==> config.mk <==
export PLATFORM = sky130hd
export DESIGN_NAME = swr_ctrl
export DESIGN_NICKNAME = d
export VERILOG_FILES = /design/src/sv/swr_pkg.sv /design/src/sv/swr_ctrl.sv
export SDC_FILE = /design/constraint.sdc
export NUM_CORES = 1
export LEC_CHECK = 0
export BUFFER_PORTS_ARGS = -buffer_cell sky130_fd_sc_hd__buf_2
export CAP_MARGIN = 30
export CORE_AREA = 2 2 39 41
export CTS_BUF_LIST = sky130_fd_sc_hd__clkbuf_4
export DETAILED_ROUTE_END_ITERATION = 8
export DIE_AREA = 0 0 41 43
export GPL_TIMING_DRIVEN = 0
export PLACE_DENSITY_LB_ADDON = 0.3
export SYNTH_ARGS = -nofsm -noshare
export SYNTH_HDL_FRONTEND = slang
export SYNTH_SLANG_ARGS = --single-unit
==> constraint.sdc <==
create_clock -name clk -period 1.8 [get_ports clk]
set_clock_uncertainty 0.2 [all_clocks]
set_input_delay 0.09 -clock clk [delete_from_list [all_inputs] [get_ports clk]]
set_output_delay 0.09 -clock clk [all_outputs]
set_load 0.01 [all_outputs]
==> src/sv/swr_pkg.sv <==
// package for the sampling-without-replacement block: sizes, types and shared helpers
package swr_pkg;

  localparam int MaxPopulation = 1024;
  localparam int AddrW         = $clog2(MaxPopulation);
  localparam int CntW          = AddrW + 1;
  localparam int FracW         = 32;
  localparam int SizeW         = 11;
  localparam int PickW         = 10;
  localparam int ProdW         = CntW + FracW;

  typedef logic [AddrW-1:0] addr_t;
  typedef logic [CntW-1:0]  cnt_t;
  typedef logic [FracW-1:0] frac_t;
  typedef logic [SizeW-1:0] size_t;
  typedef logic [PickW-1:0] pick_t;
  typedef logic [ProdW-1:0] prod_t;

  localparam size_t SizeReset = size_t'(1024);

  // commands from the controller to the datapath
  typedef struct packed {
    logic accept;
    logic fill_start;
    logic fill_step;
    logic fill_done;
    logic mul;
    logic pick;
    logic capt;
    logic advance;
    logic shift;
    logic load_out;
  } swr_cmd_t;

  // status from the datapath to the controller
  typedef struct packed {
    logic fill_end;
    logic count_zero;
    logic has_next;
  } swr_status_t;

  // population size saturated to the list depth
  function automatic cnt_t cap_size(input size_t n);
    cnt_t r;
    if (CntW'(n) > cnt_t'(MaxPopulation)) begin
      r = cnt_t'(MaxPopulation);
    end else begin
      r = cnt_t'(n);
    end
    return r;
  endfunction

endpackage

==> src/sv/swr_ctrl.sv <==
// controller state machine: fill passes, draw sequence, shift loop and output hand-off
module swr_ctrl (
  input  logic                clk,
  input  logic                rst,
  input  logic                in_valid,
  input  logic                restart,
  output logic                in_stall,
  output logic                out_valid,
  input  logic                out_stall,
  input  swr_pkg::swr_status_t status,
  output swr_pkg::swr_cmd_t    cmd
);

  localparam logic [2:0] S_INIT  = 3'd0;
  localparam logic [2:0] S_IDLE  = 3'd1;
  localparam logic [2:0] S_FILL  = 3'd2;
  localparam logic [2:0] S_MUL   = 3'd3;
  localparam logic [2:0] S_PICK  = 3'd4;
  localparam logic [2:0] S_CAPT  = 3'd5;
  localparam logic [2:0] S_SHIFT = 3'd6;
  localparam logic [2:0] S_DONE  = 3'd7;

  logic [2:0] state;
  logic [2:0] state_next;
  logic       out_valid_next;

  assign in_stall = (state != S_IDLE);

  // next state and commands
  always_comb begin
    state_next = state;
    cmd        = '0;
    unique case (state)
      S_INIT, S_FILL: begin
        cmd.fill_step = 1'b1;
        if (status.fill_end) begin
          cmd.fill_done = 1'b1;
          state_next    = (state == S_INIT) ? S_IDLE : S_MUL;
        end
      end
      S_IDLE: begin
        if (in_valid) begin
          cmd.accept = 1'b1;
          if (restart) begin
            cmd.fill_start = 1'b1;
            state_next     = S_FILL;
          end else begin
            state_next = S_MUL;
          end
        end
      end
      S_MUL: begin
        cmd.mul    = 1'b1;
        state_next = status.count_zero ? S_DONE : S_PICK;
      end
      S_PICK: begin
        cmd.pick   = 1'b1;
        state_next = S_CAPT;
      end
      S_CAPT: begin
        cmd.capt = 1'b1;
        if (status.has_next) begin
          cmd.advance = 1'b1;
          state_next  = S_SHIFT;
        end else begin
          state_next = S_DONE;
        end
      end
      S_SHIFT: begin
        cmd.shift = 1'b1;
        if (status.has_next) begin
          cmd.advance = 1'b1;
        end else begin
          state_next = S_DONE;
        end
      end
      S_DONE: begin
        if (!out_valid || !out_stall) begin
          cmd.load_out = 1'b1;
          state_next   = S_IDLE;
        end
      end
      default: begin
        state_next = S_IDLE;
      end
    endcase
  end

  // output valid holds until the transaction completes
  assign out_valid_next = cmd.load_out | (out_valid & out_stall);

  always_ff @(posedge clk) begin
    if (rst) begin
      state     <= S_INIT;
      out_valid <= 1'b0;
    end else begin
      state     <= state_next;
      out_valid <= out_valid_next;
    end
  end

endmodule

# --- Word level (Yosys, flattened, before mapping) ---
# Cells that the tools add are included.
classes:
  eq_ne: 12
  bitwise_logic: 2
  mux: 22
  n_reduce_logical: 7
ops:
  columns: ["cell", "count"]
  rows:
  - ["$pmux 3 s7", 1]
  - ["$eq 3x3->1 const B", 4]
  - ["$mux 1", 12]
  - ["$mux 3", 4]
  - ["$mux 2", 5]
  - ["$ne 2x2->1 const B", 4]
  - ["$eq 3x2->1 const B", 2]
  - ["$reduce_and 4->1", 1]
  - ["$reduce_or 2->1", 2]
  - ["$eq 3x1->1 const B", 1]
  - ["$logic_not 3->1", 1]
  - ["$ne 3x1->1 const B", 1]
  - ["$logic_not 1->1", 2]
  - ["$and 1x1->1", 1]
  - ["$logic_or 1x1->1", 1]
  - ["$or 1x1->1", 1]
totals:
  inputBits: 8
  ff_bits: 4
  elab_cells: 45

# --- Depth between registers and ports, before layout ---
logic_depth:
  ltp_word: 5
  mapped_depth: 5
  ltp_nobuf: 4

# --- Worst setup path before layout ---
# Ideal clock, no wire load.
synth_path:
  path_kind: "register -> output"
  start: "register state[0]"
  end: "output port cmd[8] (netlist bit)"
  arrival_ps: 970
  path_stages_with_launch: 5
  slack_ps: 540
  required_ps: 1510
  n_path_buf: 1
  path_cell_list: "dfxtp_1 -> buf_4 -> and2b_1 -> nand2b_1 -> nor3_1"
synth_lines:
  columns: ["item", "line", "source"]
  rows:
  - ["from (decl)", "swr_ctrl.sv:23", "logic [2:0] state;"]
  - ["from (signal assigned)", "swr_ctrl.sv:97", "state <= state_next;"]
  - ["to (decl)", "swr_ctrl.sv:11", "output swr_pkg::swr_cmd_t cmd"]

==> results.cfg <==
[power]
p_seq_share_pct = 34.4
power_frac_clock_pct = 38.9
combPwrFrac_pct = 26.8
p_leak_uw = 0.000249
p_int_uw = 205
p_switching_uw = 74.5
p_per_area_nw_per_um2 = 600
switching_share_pct = 26.7
ir_drop_mv = 0.284

[timing]
final_max_slew_viol_count = 0
slew_headroom_pct = 89.1
finalCriticalPeriod_ps = 1500
tns_ps = 0
worstMarginPinSlew_ps = 162
fin_crit_sh_pct = 83.5
timing.final.ws_setup_ps = 297
max_freq_mhz = 665
final_hold_viol_count = 0
grt_setup_unrepaired = false
setup_viol = 0

[layout]
layout-drive-gt1-share_pct = 38.2
area_growth_syn_to_layout_pct = 51.2
nets = 78
n_antenna_cell = 0

[global_route]
grt_pass1_vias = 312
grt_use_total_pct = 9.53
gr-total-overflow = 0
antenna_found_initial = 0
grt_pass1_wl_mm = 1.14
grt_max_degree = 11

[synthesis]
synth.yosys.seq_area_share_pct = 26.0
syn_nets = 52
synth_area_um2 = 308
synth_cells = 44
ys.flop_type = dfxtp_1
ys_async_sr_fraction_pct = 0
syn_area_per_cell_um2 = 7.00
yosys.cell_types.count = 23
synth_edf_count = 0
ys_seq_elements = 4
yosysWarnings = 0

[clocking]
cts-htree-levels = 1
cts_num_sinks = 4
cts_tree = yes
clk_path_buf_depth = 2
cts_buffers = 3
cts_setup_buffers = 0
clk_latency_ps = 230
cts_root_buf = clkbuf_4
clkTransAtPathRegs_ps = 40

[critical_path]
crit_type = reg -> out
ff2ff_path_depth = 5
critPathCaptureType = output port
r2r-start = state[2]
cp-start-kind = flip-flop
arrival_ps = 1210
r2r_slack_ps = 490
worstPathRequired_ps = 1510
path_max_fanout = 10
r2r-end = state[0]

[min_path]
whs_path_depth = 3
hold_path.class = in -> reg
hold_start = status[1]
hold_end = state[1]

[routing]
ant_nets = 0
via_per_inst = 4.29
finalWirelength_um = 753
vias = 360
drt-initial-drc-count = 5
drc_errors = 0
drtPass1Iterations = 3
wl_per_cell_um = 8.96

[floorplan]
start_util_pct = 22.2
die_height_um = 43
die_width_um = 41
rows = 14
die_area_um2 = 1760
ios = 20
core_area_um2 = 1380

[run_status]
status = completed

[placed_design]
dp_hpwl_um = 575
gp_congestion = 0.734
place_ws_ps = 493
port_buffers = 19

[run]
drv_cap = 0
==> worst max-delay path: stages (launching register included) <==
cell     delay [ps]
dfxtp_1         340
buf_4           180
and3b_1         180
o21a_1          160
buf_2           130
==> cell families after synthesis <==
| kind of cell | Yosys count | share of synthesized area, % |
|---|---|---|
| buffers and inverters | 6 | 12.2 |
| AOI/OAI and AO/OA | 11 | 21.1 |
| and+or+nand+nor | 23 | 40.7 |
| DFF | 4 | 26.0 |
==> cell usage in the layout, fill, tap and decap left out <==
| cell type | n |
|---|---|
| buf_2 | 19 |
| nor2_1 | 5 |
| nand2_1 | 4 |
| a21oi_1 | 4 |
| dfxtp_1 | 4 |
| inv_1 | 3 |
| o21ai_0 | 3 |
| clkbuf_4 | 3 |
| buf_4 | 2 |
| and2_1 | 2 |
| nand2b_1 | 2 |
| nor3_1 | 2 |
| dlygate4sd3_1 | 2 |
| buf_6 | 1 |
| and3b_1 | 1 |
| nor3b_1 | 1 |
| and2b_1 | 1 |
| o21a_1 | 1 |
| nand3_1 | 1 |
| nor2_2 | 1 |
| or3_1 | 1 |
| a31oi_1 | 1 |
| nand3b_1 | 1 |
| or2b_1 | 1 |
| o22ai_1 | 1 |
| o21ba_1 | 1 |
==> how the worst max path moves through the flow <==
stage               end  cells after the start  startpoint
3_3_place_gp   state[0]                      5    state[2]
2_1_floorplan    cmd[8]                      4    state[0]
3_5_place_dp   state[0]                      5    state[2]
6_report         cmd[2]                      4    state[2]
4_1_cts          cmd[2]                      5    state[2]
5_1_grt          cmd[2]                      5    state[2]
==> metrics by stage <==
step	instance area (um2)	hold WS (ps)	utilization, %	std cells	power (uW)
detailed placement	423	108	30.6	79	169
CTS	465	10.2	33.6	84	290
floorplan	308	-40.9	-	44	143
global placement	423	106	30.6	79	169
finish	465	20.8	33.6	84	279
global route	465	66.4	33.6	84	302
==> synth_stat cells (2+ instances only) <==
cell	n	share of area, %
nor2_1	5	6.1
a21oi_1	4	6.5
dfxtp_1	4	26
nand2_1	4	4.9
inv_1	3	3.7
o21ai_0	3	4.9
and2_1	2	4.1
buf_4	2	4.9
nand2b_1	2	4.1
nor3_1	2	3.3
==> layer usage <==
metal	global-route usage, %	vias up	part of all wire (%)
met5	0	-	0
met4	8.00	0	0
met3	1.57	0	5.7
met2	13.1	11	45
met1	12.2	153	49
li1	-	196	-
==> registers in the layout, indices dropped and copies added (netlist names) <==
| signal | flops |
|---|---|
| state | 3 |
| out_valid | 1 |
==> repair_timing <==
item	in CTS	in global routing
hold buffers	2	0
resized for setup	0	0
hold endpoints to repair	4	0
==> power groups by stage <==
stage,Combinational [uW],Clock (uW),Sequential (uW)
floorplan,46.5,0,96.8
detailed placement,71.8,0,97.3
finish,74.7,109,96.0
global route,82.9,123,96.2
CTS,75.5,119,95.9
global placement,71.8,0,97.2
==> cell type report <==
type / instances / area, um2
Sequential cell: 4 / 80.1
Multi-Input combinational cell: 34 / 190
Buffer: 3 / 26.3
Fill cell: 158 / 918
Tap cell: 16 / 20.0
Inverter: 3 / 11.3
Timing Repair Buffer: 21 / 115
Clock buffer: 3 / 22.5
Note: power is estimated with default switching activity, not from simulation.
